<file path="config.mk">
export PLATFORM = sky130hd
export DESIGN_NAME = damper_fan_sequencer
export DESIGN_NICKNAME = d
export VERILOG_FILES = /design/src/rtl/dfs_pkg.sv /design/src/rtl/dfs_csr.sv /design/src/rtl/dfs_step.sv /design/src/rtl/damper_fan_sequencer.sv
export SDC_FILE = /design/constraint.sdc
export NUM_CORES = 1
export LEC_CHECK = 0
export BUFFER_PORTS_ARGS = -buffer_cell sky130_fd_sc_hd__buf_2
export CAP_MARGIN = 30
export CORE_MARGIN = 2
export CORE_UTILIZATION = 65
export CTS_CLUSTER_DIAMETER = 80
export DETAILED_ROUTE_END_ITERATION = 10
export PLACE_DENSITY = 0.84
export SYNTH_ARGS = -nofsm -noshare
export SYNTH_HDL_FRONTEND = slang
export SYNTH_HIERARCHICAL = 1
export SYNTH_SLANG_ARGS = --single-unit
</file>
<file path="constraint.sdc">
create_clock -name clock -period 10.1 [get_ports clock]
set_clock_uncertainty 0.05 [all_clocks]
set_input_delay 2.02 -clock clock [delete_from_list [all_inputs] [get_ports clock]]
set_output_delay 2.02 -clock clock [all_outputs]
set_load 0.01 [all_outputs]
</file>
<file path="src/rtl/dfs_pkg.sv">
// Types and constants for the damper and fan sequencer.
`timescale 1ns / 1ps

package dfs_pkg;

   localparam int CsrIndexWidth = 3;
   localparam int CsrDataWidth  = 16;
   localparam int DelayWidth    = 16;
   localparam int TimeWidth     = 32;

   localparam logic [DelayWidth-1:0] DefaultMoveDelay = 16'd180;

   // register indexes on the csr port
   localparam logic [CsrIndexWidth-1:0] CsrMoveDelay       = 3'd0;
   localparam logic [CsrIndexWidth-1:0] CsrStartOn         = 3'd1;
   localparam logic [CsrIndexWidth-1:0] CsrTimerInUse      = 3'd2;
   localparam logic [CsrIndexWidth-1:0] CsrHasDamperCmd    = 3'd3;
   localparam logic [CsrIndexWidth-1:0] CsrSingleDamperCmd = 3'd4;
   localparam logic [CsrIndexWidth-1:0] CsrSingleFanCmd    = 3'd5;

   typedef struct packed {
      logic [DelayWidth-1:0] move_delay_s;
      logic                  start_on;
      logic                  timer_in_use;
      logic                  has_damper_cmd;
      logic                  single_damper_cmd;
      logic                  single_fan_cmd;
   } cfg_type;

   typedef struct packed {
      logic fan_out;
      logic fan_in;
      logic close_m;
      logic open_m;
   } drive_type;

   typedef struct packed {
      logic                 open_flag;
      logic                 opening_flag;
      logic                 closing_flag;
      logic [TimeWidth-1:0] move_start_time;
      drive_type            drive;
   } state_type;

   typedef struct packed {
      logic                 tag_present;
      logic                 timer_enabled;
      logic                 timer_run;
      logic [TimeWidth-1:0] now_seconds;
   } req_type;

   typedef struct packed {
      logic open_motor;
      logic close_motor;
      logic fan_inlet;
      logic fan_outlet;
      logic is_open;
      logic is_opening;
      logic is_closing;
      logic run_pid;
      logic valves_forced_open;
   } rsp_type;

endpackage

</file>
<file path="src/rtl/dfs_csr.sv">
// Configuration register file of the damper and fan sequencer.
`timescale 1ns / 1ps

module dfs_csr (
   input  logic                                clock,
   input  logic                                reset,
   input  logic                                csr_valid,
   output logic                                csr_ready,
   input  logic [dfs_pkg::CsrIndexWidth-1:0]   csr_index,
   input  logic [dfs_pkg::CsrDataWidth-1:0]    csr_data,
   output dfs_pkg::cfg_type                    cfg
);
   import dfs_pkg::*;

   cfg_type cfg_ff;
   cfg_type cfg_in;

   assign csr_ready = 1'b1;
   assign cfg       = cfg_ff;

   always_comb begin
      cfg_in = cfg_ff;
      if (csr_valid) begin
         unique case (csr_index)
            CsrMoveDelay:       cfg_in.move_delay_s      = csr_data;
            CsrStartOn:         cfg_in.start_on          = csr_data[0];
            CsrTimerInUse:      cfg_in.timer_in_use      = csr_data[0];
            CsrHasDamperCmd:    cfg_in.has_damper_cmd    = csr_data[0];
            CsrSingleDamperCmd: cfg_in.single_damper_cmd = csr_data[0];
            CsrSingleFanCmd:    cfg_in.single_fan_cmd    = csr_data[0];
            default:            cfg_in = cfg_ff;
         endcase
      end
   end

   always_ff @(posedge clock) begin
      if (reset) begin
         cfg_ff.move_delay_s      <= DefaultMoveDelay;
         cfg_ff.start_on          <= 1'b0;
         cfg_ff.timer_in_use      <= 1'b0;
         cfg_ff.has_damper_cmd    <= 1'b1;
         cfg_ff.single_damper_cmd <= 1'b0;
         cfg_ff.single_fan_cmd    <= 1'b0;
      end else begin
         cfg_ff <= cfg_in;
      end
   end

endmodule

</file>
<file path="src/rtl/dfs_step.sv">
// Next-state and result logic for one sequencer update.
`timescale 1ns / 1ps

module dfs_step (
   input  dfs_pkg::cfg_type   cfg,
   input  dfs_pkg::state_type state_cur,
   input  dfs_pkg::req_type   req,
   output dfs_pkg::state_type state_nxt,
   output dfs_pkg::rsp_type   rsp
);
   import dfs_pkg::*;

   logic                 settled;
   logic                 any_flag;
   logic                 elapsed;
   logic                 do_open;
   logic                 do_close;
   logic                 pid;
   logic [TimeWidth-1:0] since_move;
   state_type            st;

   assign settled    = state_cur.open_flag & ~state_cur.opening_flag & ~state_cur.closing_flag;
   assign any_flag   = state_cur.open_flag | state_cur.opening_flag | state_cur.closing_flag;
   assign since_move = req.now_seconds - state_cur.move_start_time;
   assign elapsed    = since_move > {{(TimeWidth-DelayWidth){1'b0}}, cfg.move_delay_s};

   // which action this update takes
   always_comb begin
      do_open  = 1'b0;
      do_close = 1'b0;
      pid      = 1'b0;
      priority if (req.tag_present) begin
         do_close = 1'b1;
      end else if (cfg.timer_in_use && req.timer_enabled) begin
         if (req.timer_run) begin
            pid     = settled;
            do_open = ~settled;
         end else begin
            do_close = any_flag;
         end
      end else if (cfg.start_on) begin
         pid     = settled;
         do_open = ~settled;
      end else begin
         do_close = state_cur.open_flag;
      end
   end

   // drive writes to a missing output leave its bit untouched
   always_comb begin
      st = state_cur;
      if (do_open) begin
         if (!cfg.has_damper_cmd) begin
            st.open_flag    = 1'b1;
            st.drive.fan_in = 1'b1;
            if (!cfg.single_fan_cmd) st.drive.fan_out = 1'b1;
         end else if ((!state_cur.open_flag && !state_cur.opening_flag)
                      || state_cur.closing_flag) begin
            if (!cfg.single_damper_cmd) st.drive.close_m = 1'b0;
            st.drive.open_m    = 1'b1;
            st.move_start_time = req.now_seconds;
            st.opening_flag    = 1'b1;
            st.closing_flag    = 1'b0;
         end else if (state_cur.opening_flag && elapsed) begin
            st.drive.open_m = 1'b0;
            if (!cfg.single_damper_cmd) st.drive.close_m = 1'b0;
            st.open_flag    = 1'b1;
            st.opening_flag = 1'b0;
            st.drive.fan_in = 1'b1;
            if (!cfg.single_fan_cmd) st.drive.fan_out = 1'b1;
         end
      end else if (do_close) begin
         if (!cfg.has_damper_cmd) begin
            st.open_flag    = 1'b0;
            st.drive.fan_in = 1'b0;
            if (!cfg.single_fan_cmd) st.drive.fan_out = 1'b0;
         end else if ((state_cur.open_flag && !state_cur.closing_flag)
                      || state_cur.opening_flag) begin
            st.drive.fan_in = 1'b0;
            if (!cfg.single_fan_cmd) st.drive.fan_out = 1'b0;
            st.drive.open_m = 1'b0;
            if (!cfg.single_damper_cmd) st.drive.close_m = 1'b1;
            st.closing_flag    = 1'b1;
            st.opening_flag    = 1'b0;
            st.move_start_time = req.now_seconds;
         end else if (state_cur.closing_flag && elapsed) begin
            st.drive.open_m = 1'b0;
            if (!cfg.single_damper_cmd) st.drive.close_m = 1'b0;
            st.closing_flag = 1'b0;
            st.open_flag    = 1'b0;
         end
      end
   end

   assign state_nxt = st;

   assign rsp.open_motor         = st.drive.open_m;
   assign rsp.close_motor        = st.drive.close_m & ~cfg.single_damper_cmd;
   assign rsp.fan_inlet          = st.drive.fan_in;
   assign rsp.fan_outlet         = st.drive.fan_out & ~cfg.single_fan_cmd;
   assign rsp.is_open            = st.open_flag;
   assign rsp.is_opening         = st.opening_flag;
   assign rsp.is_closing         = st.closing_flag;
   assign rsp.run_pid            = pid;
   assign rsp.valves_forced_open = req.tag_present;

endmodule

</file>
<file path="src/rtl/damper_fan_sequencer.sv">
// Top level of the air-handler damper and fan sequencer.
`timescale 1ns / 1ps

// Damper and fan sequencer. Each request (tag, timer state, current seconds)
// yields exactly one response with the motor and fan drives, the damper flags,
// the PID hand-over flag and the valve override flag. One request is taken
// every clock cycle unless the response register stalls; each request
// passes the request register, then the response register, before its response
// is offered. The only loop is the damper state update, a few flag decisions
// plus one 32-bit subtract and compare. The user must write registers on the
// csr port while no request is in flight (unenforced); indexes 6, 7 are ignored.
module damper_fan_sequencer (
   input  logic                               clock,
   input  logic                               reset,
   input  logic                               csr_valid,
   output logic                               csr_ready,
   input  logic [dfs_pkg::CsrIndexWidth-1:0]  csr_index,
   input  logic [dfs_pkg::CsrDataWidth-1:0]   csr_data,
   input  logic                               req_valid,
   output logic                               req_ready,
   input  logic                               req_tag_present,
   input  logic                               req_timer_enabled,
   input  logic                               req_timer_run,
   input  logic [dfs_pkg::TimeWidth-1:0]      req_now_seconds,
   output logic                               rsp_valid,
   input  logic                               rsp_ready,
   output logic                               rsp_open_motor,
   output logic                               rsp_close_motor,
   output logic                               rsp_fan_inlet,
   output logic                               rsp_fan_outlet,
   output logic                               rsp_is_open,
   output logic                               rsp_is_opening,
   output logic                               rsp_is_closing,
   output logic                               rsp_run_pid,
   output logic                               rsp_valves_forced_open
);
   import dfs_pkg::*;

   cfg_type   cfg;
   req_type   req_ff;
   logic      req_valid_ff;
   state_type state_ff;
   state_type state_in;
   rsp_type   rsp_ff;
   rsp_type   rsp_in;
   logic      rsp_valid_ff;
   logic      advance;

   dfs_csr u_csr (
      .clock     (clock),
      .reset     (reset),
      .csr_valid (csr_valid),
      .csr_ready (csr_ready),
      .csr_index (csr_index),
      .csr_data  (csr_data),
      .cfg       (cfg)
   );

   dfs_step u_step (
      .cfg       (cfg),
      .state_cur (state_ff),
      .req       (req_ff),
      .state_nxt (state_in),
      .rsp       (rsp_in)
   );

   // held request moves on when the response register is free or draining
   assign advance   = req_valid_ff & (~rsp_valid_ff | rsp_ready);
   assign req_ready = ~req_valid_ff | advance;

   always_ff @(posedge clock) begin
      if (reset) begin
         req_valid_ff <= 1'b0;
         rsp_valid_ff <= 1'b0;
         state_ff     <= '0;
      end else begin
         if (req_ready) req_valid_ff <= req_valid;
         rsp_valid_ff <= advance | (rsp_valid_ff & ~rsp_ready);
         if (advance) state_ff <= state_in;
      end
   end

   always_ff @(posedge clock) begin
      if (req_valid && req_ready) begin
         req_ff.tag_present   <= req_tag_present;
         req_ff.timer_enabled <= req_timer_enabled;
         req_ff.timer_run     <= req_timer_run;
         req_ff.now_seconds   <= req_now_seconds;
      end
      if (advance) rsp_ff <= rsp_in;
   end

   assign rsp_valid              = rsp_valid_ff;
   assign rsp_open_motor         = rsp_ff.open_motor;
   assign rsp_close_motor        = rsp_ff.close_motor;
   assign rsp_fan_inlet          = rsp_ff.fan_inlet;
   assign rsp_fan_outlet         = rsp_ff.fan_outlet;
   assign rsp_is_open            = rsp_ff.is_open;
   assign rsp_is_opening         = rsp_ff.is_opening;
   assign rsp_is_closing         = rsp_ff.is_closing;
   assign rsp_run_pid            = rsp_ff.run_pid;
   assign rsp_valves_forced_open = rsp_ff.valves_forced_open;

endmodule

</file>
==> results of run 1 <==
-- power by group --
part           internal [mW]  switching [mW]  total (mW)
Sequential             0.459         0.00677       0.466
Combinational         0.0706          0.0972       0.168
Clock                  0.215           0.169       0.384
-- cells in the mapped netlist (3+ instances only) --
library cell	instances	area (µm²)
nand2b_1	113	707
nand2_1	78	293
o21ai_0	50	250
inv_1	64	240
a21oi_1	43	215
a21oi_4	3	48.8
o211ai_1	9	67.6
o21ai_1	6	30.0
nor2_1	45	169
dfxtp_1	62	1240
nand3_1	17	85.1
edfxtp_1	44	1320
a31oi_1	5	31.3
a21o_1	6	45.0
o31ai_1	3	22.5
buf_12	5	100
clkbuf_1	20	75.1
buf_4	9	67.6
xor2_1	6	52.6
xnor2_1	14	123
nand4_1	16	100
a211o_1	4	35.0
nor3_1	14	70.1
a211oi_1	3	22.5
ha_1	47	588
o21bai_1	3	22.5
nor2b_1	4	25.0
o21a_1	11	82.6
mux2i_1	63	631
buf_6	4	45.0
a21oi_2	4	35.0
buf_2	7	35.0
or3_1	3	18.8
-- critical path: cells and delay by family, from the launching register on --
| kind | cells | cell delay (ps) |
|---|---|---|
| AO/OA/AOI/OAI | 6 | 1080 |
| XOR/XNOR | 1 | 130 |
| adder cells (fa/ha/maj) | 3 | 890 |
| buffers and inverters | 1 | 50 |
| flip-flops | 1 | 360 |
| multiplexers | 2 | 280 |
| AND/OR/NAND/NOR | 8 | 1810 |
-- kinds of logic after synthesis --
logic type | after synthesis
and+or+nand+nor | 313
xor gates and xnor gates | 20
adders and majority gates | 48
buffers and inverters | 109
other | 1
AOI/OAI and AO/OA | 175
DFF | 106
muxes | 65
-- final cells by class --
class	count	area, µm²	area share
Multi-Input combinational cell	622	4320	0.537
Clock buffer	12	300	0.0374
Timing Repair Buffer	74	403	0.0501
Sequential cell	106	2560	0.319
Clock inverter	4	33.8	0.00420
Inverter	64	240	0.0299
Tap cell	143	179	0.0223
-- metal layers --
layer	vias up	wire length [µm]	share of wire
li1	2997	-	-
met3	25	770	0.046
met5	-	0	0
met2	157	7880	0.47
met1	2799	7710	0.46
met4	0	286	0.017
-- sequential cells by signal, summed over array words and instances, names as in the netlist --
signal,count
state_ff,39
req_ff,35
u_csr/cfg,21
req_valid_ff,1
rsp_close_motor,1
rsp_fan_inlet,1
rsp_fan_outlet,1
rsp_is_closing,1
rsp_is_open,1
rsp_is_opening,1
rsp_open_motor,1
rsp_run_pid,1
rsp_valid,1
rsp_valves_forced_open,1
-- cells in the final DEF (no fill, tap or decap), types with 3 or more instances in the layout --
master	n
a21oi_2	4
inv_1	64
a21oi_1	42
or3_1	3
nand4_1	16
a21oi_4	4
clkbuf_16	12
o31ai_1	3
xnor2_1	14
nand3_1	17
xor2_1	6
a211oi_1	3
ha_1	47
o21bai_1	3
a21o_1	6
buf_2	69
o21a_1	11
a211o_1	4
dfxtp_1	62
o211ai_1	9
o21ai_0	50
nor2_1	45
nand2_1	78
nor2b_1	4
mux2i_1	63
buf_4	4
nand2b_1	113
o21ai_1	6
edfxtp_1	44
a31oi_1	5
nor3_1	14
-- per-stage QoR --
stage / instance area, µm² / std cells
2_1_floorplan: 7420 / 837
3_3_place_gp: 7680 / 1008
3_5_place_dp: 7700 / 1009
4_1_cts: 8040 / 1025
5_1_grt: 8040 / 1025
6_report: 8040 / 1025
-- worst min-delay path by stage --
stage,slack [ps],endpoint
finish,420,state_ff[10]$_SDFFE_PP0P_
global route,440,state_ff[29]$_SDFFE_PP0P_
CTS,430,state_ff[34]$_SDFFE_PP0P_
detailed placement,410,state_ff[34]$_SDFFE_PP0P_
global placement,410,state_ff[17]$_SDFFE_PP0P_
floorplan,400,state_ff[36]$_SDFFE_PP0P_
==> run_summary.xml, run 1 <==
<?xml version="1.0" encoding="UTF-8"?>
<metrics>
  <group name="setup_path">
    <metric name="worstSetupEndpointType" unit="">flop</metric>
    <metric name="cp-startpoint" unit="">req_ff[0]$_DFFE_PP_</metric>
    <metric name="max_stage_delay" unit="ps">540</metric>
    <metric name="timing.critical_path.slowest_stage_cell" unit="">or4b_4</metric>
    <metric name="worst_r2r_startpoint" unit="">req_ff[0]$_DFFE_PP_</metric>
    <metric name="timing.critical_path.from_type" unit="">flop</metric>
    <metric name="regToRegSetupSlack" unit="ps">5300</metric>
    <metric name="worst_ep_arrival_time" unit="ps">4970</metric>
    <metric name="worstRegToRegCells" unit="">21</metric>
    <metric name="regToRegEndpoint" unit="">state_ff[38]$_SDFFE_PP0P_</metric>
    <metric name="timing.critical_path.to" unit="">state_ff[38]$_SDFFE_PP0P_</metric>
    <metric name="critical_path_class" unit="">flop to flop</metric>
    <metric name="crit_chain" unit="">inv_1, ha_1, fa_1, nand2b_1, a21o_1, a21boi_0, o21a_1, nor2_1, xnor2_1, ha_1, nand4_1, nor3_1, mux2i_1, o32ai_1, or4b_4, nor4_4, and4_4, o21ai_0, o211a_1, nand2b_1, mux2i_1</metric>
    <metric name="worst-path-max-fanout" unit="">5</metric>
    <metric name="worst-endpoint-required" unit="ps">10270</metric>
  </group>
  <group name="timing">
    <metric name="hold_ws" unit="ps">423</metric>
    <metric name="post-route-period-util" unit="">0.475</metric>
    <metric name="final-max-slew-violation-count" unit="">0</metric>
    <metric name="fmax" unit="MHz">208</metric>
    <metric name="final.setup.tns" unit="ps">0</metric>
    <metric name="post-route-min-period" unit="ps">4800</metric>
    <metric name="worst_slew_pin_slew" unit="ps">852</metric>
    <metric name="report.final.hold_viol_count" unit="">0</metric>
    <metric name="grt_setup_unrepaired" unit="">no</metric>
    <metric name="postLayoutSetupSlackWorst" unit="ps">5300</metric>
    <metric name="setup_viol" unit="">0</metric>
    <metric name="timing.max_slew.rel_slack" unit="">0.432</metric>
  </group>
  <group name="cells_and_area">
    <metric name="final_layout_size_suffix_gt1_frac" unit="">0.134</metric>
    <metric name="finalCoreUtilization" unit="">0.713</metric>
    <metric name="design.final.nets" unit="">984</metric>
    <metric name="area.growth.synth_to_final" unit="%">8.33</metric>
    <metric name="antennaDiodeCount" unit="">0</metric>
    <metric name="fillers" unit="">840</metric>
  </group>
  <group name="floorplan">
    <metric name="dieHeight" unit="µm">111</metric>
    <metric name="ios" unit="">71</metric>
    <metric name="floorplan.rows" unit="">39</metric>
    <metric name="dieArea" unit="mm²">0.0123</metric>
    <metric name="die_width" unit="µm">111</metric>
    <metric name="floorplan.initialDensity" unit="">0.658</metric>
    <metric name="core_area" unit="mm²">0.0113</metric>
  </group>
  <group name="worst_hold_path">
    <metric name="holdCritStartpoint" unit="">state_ff[10]$_SDFFE_PP0P_</metric>
    <metric name="worstHoldPathCells" unit="">2</metric>
    <metric name="hold_class" unit="">flop to flop</metric>
  </group>
  <group name="grt">
    <metric name="grt.overflow.total" unit="">0</metric>
    <metric name="via_count_of_the_first_global_routing_pass" unit="">5973</metric>
    <metric name="number_of_antenna_violations_at_the_first_check_in_global_routing" unit="">0</metric>
    <metric name="globalRouteMet1Util" unit="">0.351</metric>
    <metric name="grtUsageMet3" unit="">0.0667</metric>
    <metric name="gr-usage-met2" unit="">0.467</metric>
    <metric name="grtUsageTotal" unit="">0.277</metric>
    <metric name="grt_pass1_wl" unit="µm">27900</metric>
    <metric name="busiest_layer" unit="">met2</metric>
    <metric name="grt_start_max_net_pins" unit="">119</metric>
  </group>
  <group name="synthesis">
    <metric name="post_synth_num_cell_types" unit="">70</metric>
    <metric name="synthSimpleGateAreaFrac" unit="">0.230</metric>
    <metric name="count_of_flip_flops_with_a_built_in_enable_after_synthesis" unit="">44</metric>
    <metric name="synthFlopType" unit="">dfxtp_1</metric>
    <metric name="postSynthCellCount" unit="">837</metric>
    <metric name="synthesis.yosys.warnings" unit="">6</metric>
    <metric name="synth_seq_cells" unit="">106</metric>
    <metric name="synth_xor_xnor_area_share" unit="">0.0236</metric>
    <metric name="synth_adder_area_share" unit="">0.0820</metric>
    <metric name="syn-cell-area" unit="mm²">0.00742</metric>
    <metric name="synth_top_family_by_area" unit="">simple AND/OR/NAND/NOR gates</metric>
    <metric name="synthArstFlopShare" unit="">0</metric>
    <metric name="multiplexer_share_of_the_synthesized_area" unit="">0.0880</metric>
    <metric name="synthesis.nets" unit="">944</metric>
    <metric name="yosysSeqAreaShare" unit="">0.345</metric>
    <metric name="synth.avg_cell_area" unit="µm²">8.86</metric>
    <metric name="synth-compound-area-share" unit="">0.155</metric>
  </group>
  <group name="placed_design">
    <metric name="port_buffers" unit="">69</metric>
    <metric name="placement.setup.worst_slack" unit="ps">5370</metric>
    <metric name="place.gp.congestion" unit="">0.935</metric>
    <metric name="place.detailed.hpwl" unit="µm">12300</metric>
  </group>
  <group name="cts">
    <metric name="cts-root-buf" unit="">clkbuf_16</metric>
    <metric name="clk-insertion-delay-late" unit="ps">360</metric>
    <metric name="post-cts-setup-buffer-count" unit="">0</metric>
    <metric name="post_cts_resized" unit="">0</metric>
    <metric name="ctsHtreeMaxLevel" unit="">3</metric>
    <metric name="clock_tree.buffer_depth" unit="">2</metric>
    <metric name="cts_num_sinks" unit="">106</metric>
    <metric name="hold_buffers" unit="">0</metric>
    <metric name="cts_inserted_buffers" unit="">9</metric>
    <metric name="clk_pin_slew_worst_paths" unit="ps">70</metric>
    <metric name="cts_tree" unit="">built</metric>
  </group>
  <group name="flow_run">
    <metric name="drv.max_cap_violation_count" unit="">0</metric>
  </group>
  <group name="route">
    <metric name="detail_routed_via_count_per_cell" unit="">5.83</metric>
    <metric name="drt_pass1_iterations" unit="">5</metric>
    <metric name="drtIter0Drc" unit="">419</metric>
    <metric name="vias" unit="">5978</metric>
    <metric name="wl" unit="µm">16700</metric>
    <metric name="drt_drc_violations_left" unit="">0</metric>
    <metric name="antenna_left" unit="">0</metric>
    <metric name="avgRoutedWirePerCell" unit="µm">16.2</metric>
  </group>
  <group name="power_and_ir_drop">
    <metric name="lkg_pwr" unit="nW">3.04</metric>
    <metric name="p_total" unit="mW">1.02</metric>
    <metric name="peakVddDrop" unit="mV">0.167</metric>
    <metric name="power_density_relative_to_cell_area" unit="mW/mm²">127</metric>
  </group>
  <group name="run_status">
    <metric name="outcome" unit="">completed</metric>
  </group>
</metrics>
Power figures use the tool's default switching activity.
==> inputs of run 2 (changes only) <==
--- a/config.mk
+++ b/config.mk
@@ -8,10 +8,10 @@
 export BUFFER_PORTS_ARGS = -buffer_cell sky130_fd_sc_hd__buf_2
 export CAP_MARGIN = 30
 export CORE_MARGIN = 2
-export CORE_UTILIZATION = 65
+export CORE_UTILIZATION = 55
 export CTS_CLUSTER_DIAMETER = 80
 export DETAILED_ROUTE_END_ITERATION = 10
-export PLACE_DENSITY = 0.84
+export PLACE_DENSITY = 0.76
 export SYNTH_ARGS = -nofsm -noshare
 export SYNTH_HDL_FRONTEND = slang
 export SYNTH_HIERARCHICAL = 1
==> constraint.sdc (replaced) <==
create_clock -name clock -period 4.4 [get_ports clock]
set_clock_uncertainty 0.05 [all_clocks]
set_input_delay 0.88 -clock clock [delete_from_list [all_inputs] [get_ports clock]]
set_output_delay 0.88 -clock clock [all_outputs]
set_load 0.01 [all_outputs]
==> run 2 against run 1 <==
  * Worst hold slack improved by 0.75 ps
  * Wire length is 8.5% lower
  * Sequential power up 130%
  * Largest power group unchanged
  * Setup slack worse by 5300 ps
  * Sequential cell count is the same
  * Critical path depth stayed put
  * Largest cell class unchanged
  * Clock-buffer cell count increased by 1
  * Highest routed layer unchanged
  * First-iteration DRC count is 10% higher
==> run_summary.xml, run 2 (same netlist as run 1, synthesis figures left out) <==
<?xml version="1.0" encoding="UTF-8"?>
<metrics>
  <group name="cells_and_area">
    <metric name="most-common-layout-cells" unit="">112 x nand2b_1, 76 x nand2_1, 69 x buf_2, 64 x inv_1, 63 x mux2i_1</metric>
    <metric name="area.growth.synth_to_final" unit="%">11.4</metric>
    <metric name="finalCoreUtilization" unit="">0.627</metric>
    <metric name="final_layout_size_suffix_gt1_frac" unit="">0.171</metric>
    <metric name="largest_reg_by_ff_count" unit="">state_ff</metric>
    <metric name="antennaDiodeCount" unit="">0</metric>
    <metric name="largest_register_ff_count" unit="">39</metric>
    <metric name="design.final.nets" unit="">1000</metric>
    <metric name="most_common_cell_after_layout_fill_and_taps_aside" unit="">nand2b_1</metric>
    <metric name="layoutNonFillerInstCount" unit="">1074</metric>
  </group>
  <group name="floorplan">
    <metric name="die_width" unit="µm">120</metric>
    <metric name="ios" unit="">71</metric>
    <metric name="floorplan.initialDensity" unit="">0.563</metric>
    <metric name="dieArea" unit="mm²">0.0144</metric>
    <metric name="dieHeight" unit="µm">120</metric>
    <metric name="floorplan.rows" unit="">42</metric>
    <metric name="core_area" unit="mm²">0.0132</metric>
  </group>
  <group name="timing">
    <metric name="worst_slew_pin_slew" unit="ps">973</metric>
    <metric name="final-max-slew-violation-count" unit="">0</metric>
    <metric name="grt_setup_unrepaired" unit="">yes</metric>
    <metric name="timing.max_slew.rel_slack" unit="">0.352</metric>
    <metric name="post-route-period-util" unit="">0.999</metric>
    <metric name="hold_ws" unit="ps">424</metric>
    <metric name="setup_viol" unit="">0</metric>
    <metric name="report.final.hold_viol_count" unit="">0</metric>
    <metric name="post-route-min-period" unit="ps">4390</metric>
    <metric name="fmax" unit="MHz">228</metric>
  </group>
  <group name="grt">
    <metric name="grt_start_max_net_pins" unit="">73</metric>
    <metric name="via_count_of_the_first_global_routing_pass" unit="">5615</metric>
    <metric name="grt_pass1_wl" unit="µm">25700</metric>
    <metric name="number_of_antenna_violations_at_the_first_check_in_global_routing" unit="">0</metric>
    <metric name="gr-usage-met2" unit="">0.349</metric>
    <metric name="grtUsageTotal" unit="">0.219</metric>
    <metric name="grtUsageMet3" unit="">0.0480</metric>
    <metric name="busiest_layer" unit="">met2</metric>
    <metric name="globalRouteMet1Util" unit="">0.295</metric>
    <metric name="grt.overflow.total" unit="">0</metric>
  </group>
  <group name="cts">
    <metric name="cts_tree" unit="">built</metric>
    <metric name="clk_pin_slew_worst_paths" unit="ps">70</metric>
    <metric name="cts_inserted_buffers" unit="">9</metric>
    <metric name="clock_tree.buffer_depth" unit="">2</metric>
    <metric name="clk-insertion-delay-late" unit="ps">350</metric>
    <metric name="cts_num_sinks" unit="">106</metric>
    <metric name="cts-root-buf" unit="">clkbuf_16</metric>
    <metric name="ctsHtreeMaxLevel" unit="">3</metric>
  </group>
  <group name="setup_path">
    <metric name="max_stage_delay" unit="ps">540</metric>
    <metric name="crit_chain" unit="">inv_1, ha_2, fa_2, nand2b_4, a21o_1, buf_6, a211o_1, nand2_2, xor2_1, ha_1, nand4_1, nor3_2, mux2i_1, o32ai_2, or4b_4, nor4_4, and4_4, o21ai_2, a21oi_1, nand2b_1, mux2i_1</metric>
    <metric name="critical_path_class" unit="">flop to flop</metric>
    <metric name="regToRegSetupSlack" unit="ps">6</metric>
    <metric name="worst_ep_arrival_time" unit="ps">4620</metric>
    <metric name="worstRegToRegCells" unit="">21</metric>
    <metric name="worst-endpoint-required" unit="ps">4630</metric>
    <metric name="worst-path-max-fanout" unit="">5</metric>
    <metric name="worstSetupEndpointType" unit="">flop</metric>
    <metric name="regToRegEndpoint" unit="">state_ff[1]$_SDFFE_PP0P_</metric>
    <metric name="timing.critical_path.mode_cell" unit="">mux2i_1</metric>
    <metric name="worst_r2r_startpoint" unit="">req_ff[0]$_DFFE_PP_</metric>
    <metric name="timing.critical_path.from_type" unit="">flop</metric>
    <metric name="timing.critical_path.slowest_stage_cell" unit="">or4b_4</metric>
  </group>
  <group name="route">
    <metric name="drt_drc_violations_left" unit="">0</metric>
    <metric name="vias" unit="">5947</metric>
    <metric name="drt_pass1_iterations" unit="">5</metric>
    <metric name="detail_routed_via_count_per_cell" unit="">5.54</metric>
    <metric name="avgRoutedWirePerCell" unit="µm">14.2</metric>
    <metric name="drtIter0Drc" unit="">462</metric>
    <metric name="antenna_left" unit="">0</metric>
    <metric name="wl" unit="µm">15200</metric>
  </group>
  <group name="placed_design">
    <metric name="place.detailed.hpwl" unit="µm">11200</metric>
    <metric name="place.gp.congestion" unit="">0.930</metric>
    <metric name="dp.cells" unit="">1052</metric>
    <metric name="port_buffers" unit="">69</metric>
  </group>
  <group name="power_and_ir_drop">
    <metric name="power_density_relative_to_cell_area" unit="mW/mm²">276</metric>
    <metric name="lkg_pwr" unit="nW">3.11</metric>
    <metric name="peakVddDrop" unit="mV">0.225</metric>
  </group>
  <group name="flow_run">
    <metric name="drv.max_cap_violation_count" unit="">0</metric>
  </group>
  <group name="worst_hold_path">
    <metric name="holdCritStartpoint" unit="">state_ff[2]$_SDFFE_PP0P_</metric>
    <metric name="hold_class" unit="">flop to flop</metric>
    <metric name="worstHoldPathCells" unit="">2</metric>
    <metric name="whs_endpoint" unit="">state_ff[2]$_SDFFE_PP0P_</metric>
  </group>
  <group name="run_status">
    <metric name="outcome" unit="">completed</metric>
  </group>
</metrics>
## run 2: cell types whose count changed in the layout (fill, tap and decap cells not counted), sizes merged
cell | previous run | this run
buf | 74 | 90
clkbuf | 12 | 13
clkinv | 1 | 3
clkinvlp | 1 | 0
inv | 66 | 64
## run 2: where the power goes
part	internal [mW]	switching, mW	total, mW	leakage, nW
Combinational	0.172	0.225	0.397	2.02
Sequential	1.05	0.0160	1.07	0.929
Clock	0.464	0.349	0.813	0.157
## run 2: worst max path at each step
stage                         from                   endpoint  slack, ps  depth (start not counted)
2_1_floorplan  req_ff[0]$_DFFE_PP_  state_ff[38]$_SDFFE_PP0P_         90                         22
3_3_place_gp   req_ff[0]$_DFFE_PP_  state_ff[38]$_SDFFE_PP0P_         10                         21
3_5_place_dp   req_ff[0]$_DFFE_PP_   state_ff[1]$_SDFFE_PP0P_       -160                         21
4_1_cts        req_ff[7]$_DFFE_PP_   state_ff[1]$_SDFFE_PP0P_          2                         19
5_1_grt        req_ff[0]$_DFFE_PP_   state_ff[1]$_SDFFE_PP0P_       -200                         21
6_report       req_ff[0]$_DFFE_PP_   state_ff[1]$_SDFFE_PP0P_          6                         21
## run 2: repair_timing
action | in CTS | in global routing
buffers inserted | 1 | 5
pin swaps | 8 | 14
hold buffers | 0 | 0
setup endpoints to repair | 12 | 14
resized for setup | 9 | 15
## run 2: per-stage QoR
stage	power [mW]	setup TNS (ps)	area (µm²)	setup slack [ps]
5_1_grt	2.39	-1050	8270	-196
3_3_place_gp	1.46	0	7800	12.7
6_report	2.28	0	8270	6.31
2_1_floorplan	1.38	0	7420	86.2
4_1_cts	2.29	0	8180	2.09
3_5_place_dp	1.47	-768	7830	-164
## run 2: metal layers
layer  wire length (µm)  share of wire
met1               7350           0.48
met3                809          0.053
met5                  0              0
met4                225          0.015
met2               6840           0.45
## run 2: area by class of cell
| type | instances | area, µm² |
|---|---|---|
| clock buffer | 13 | 292 |
| clock inverter | 3 | 18.8 |
| fill | 1131 | 4920 |
| inverter | 64 | 240 |
| multi-input combinational | 622 | 4400 |
| sequential | 106 | 2560 |
| tap | 176 | 220 |
| timing repair buffer | 90 | 532 |
## run 2: worst max-delay path, delay by kind of cell (launching register included)
kind | cells | cell delay (ps)
XOR/XNOR | 1 | 60
flip-flops | 1 | 350
AND/OR/NAND/NOR | 8 | 1690
AO/OA/AOI/OAI | 5 | 810
adder cells (fa/ha/maj) | 3 | 790
multiplexers | 2 | 390
buffers and inverters | 2 | 170
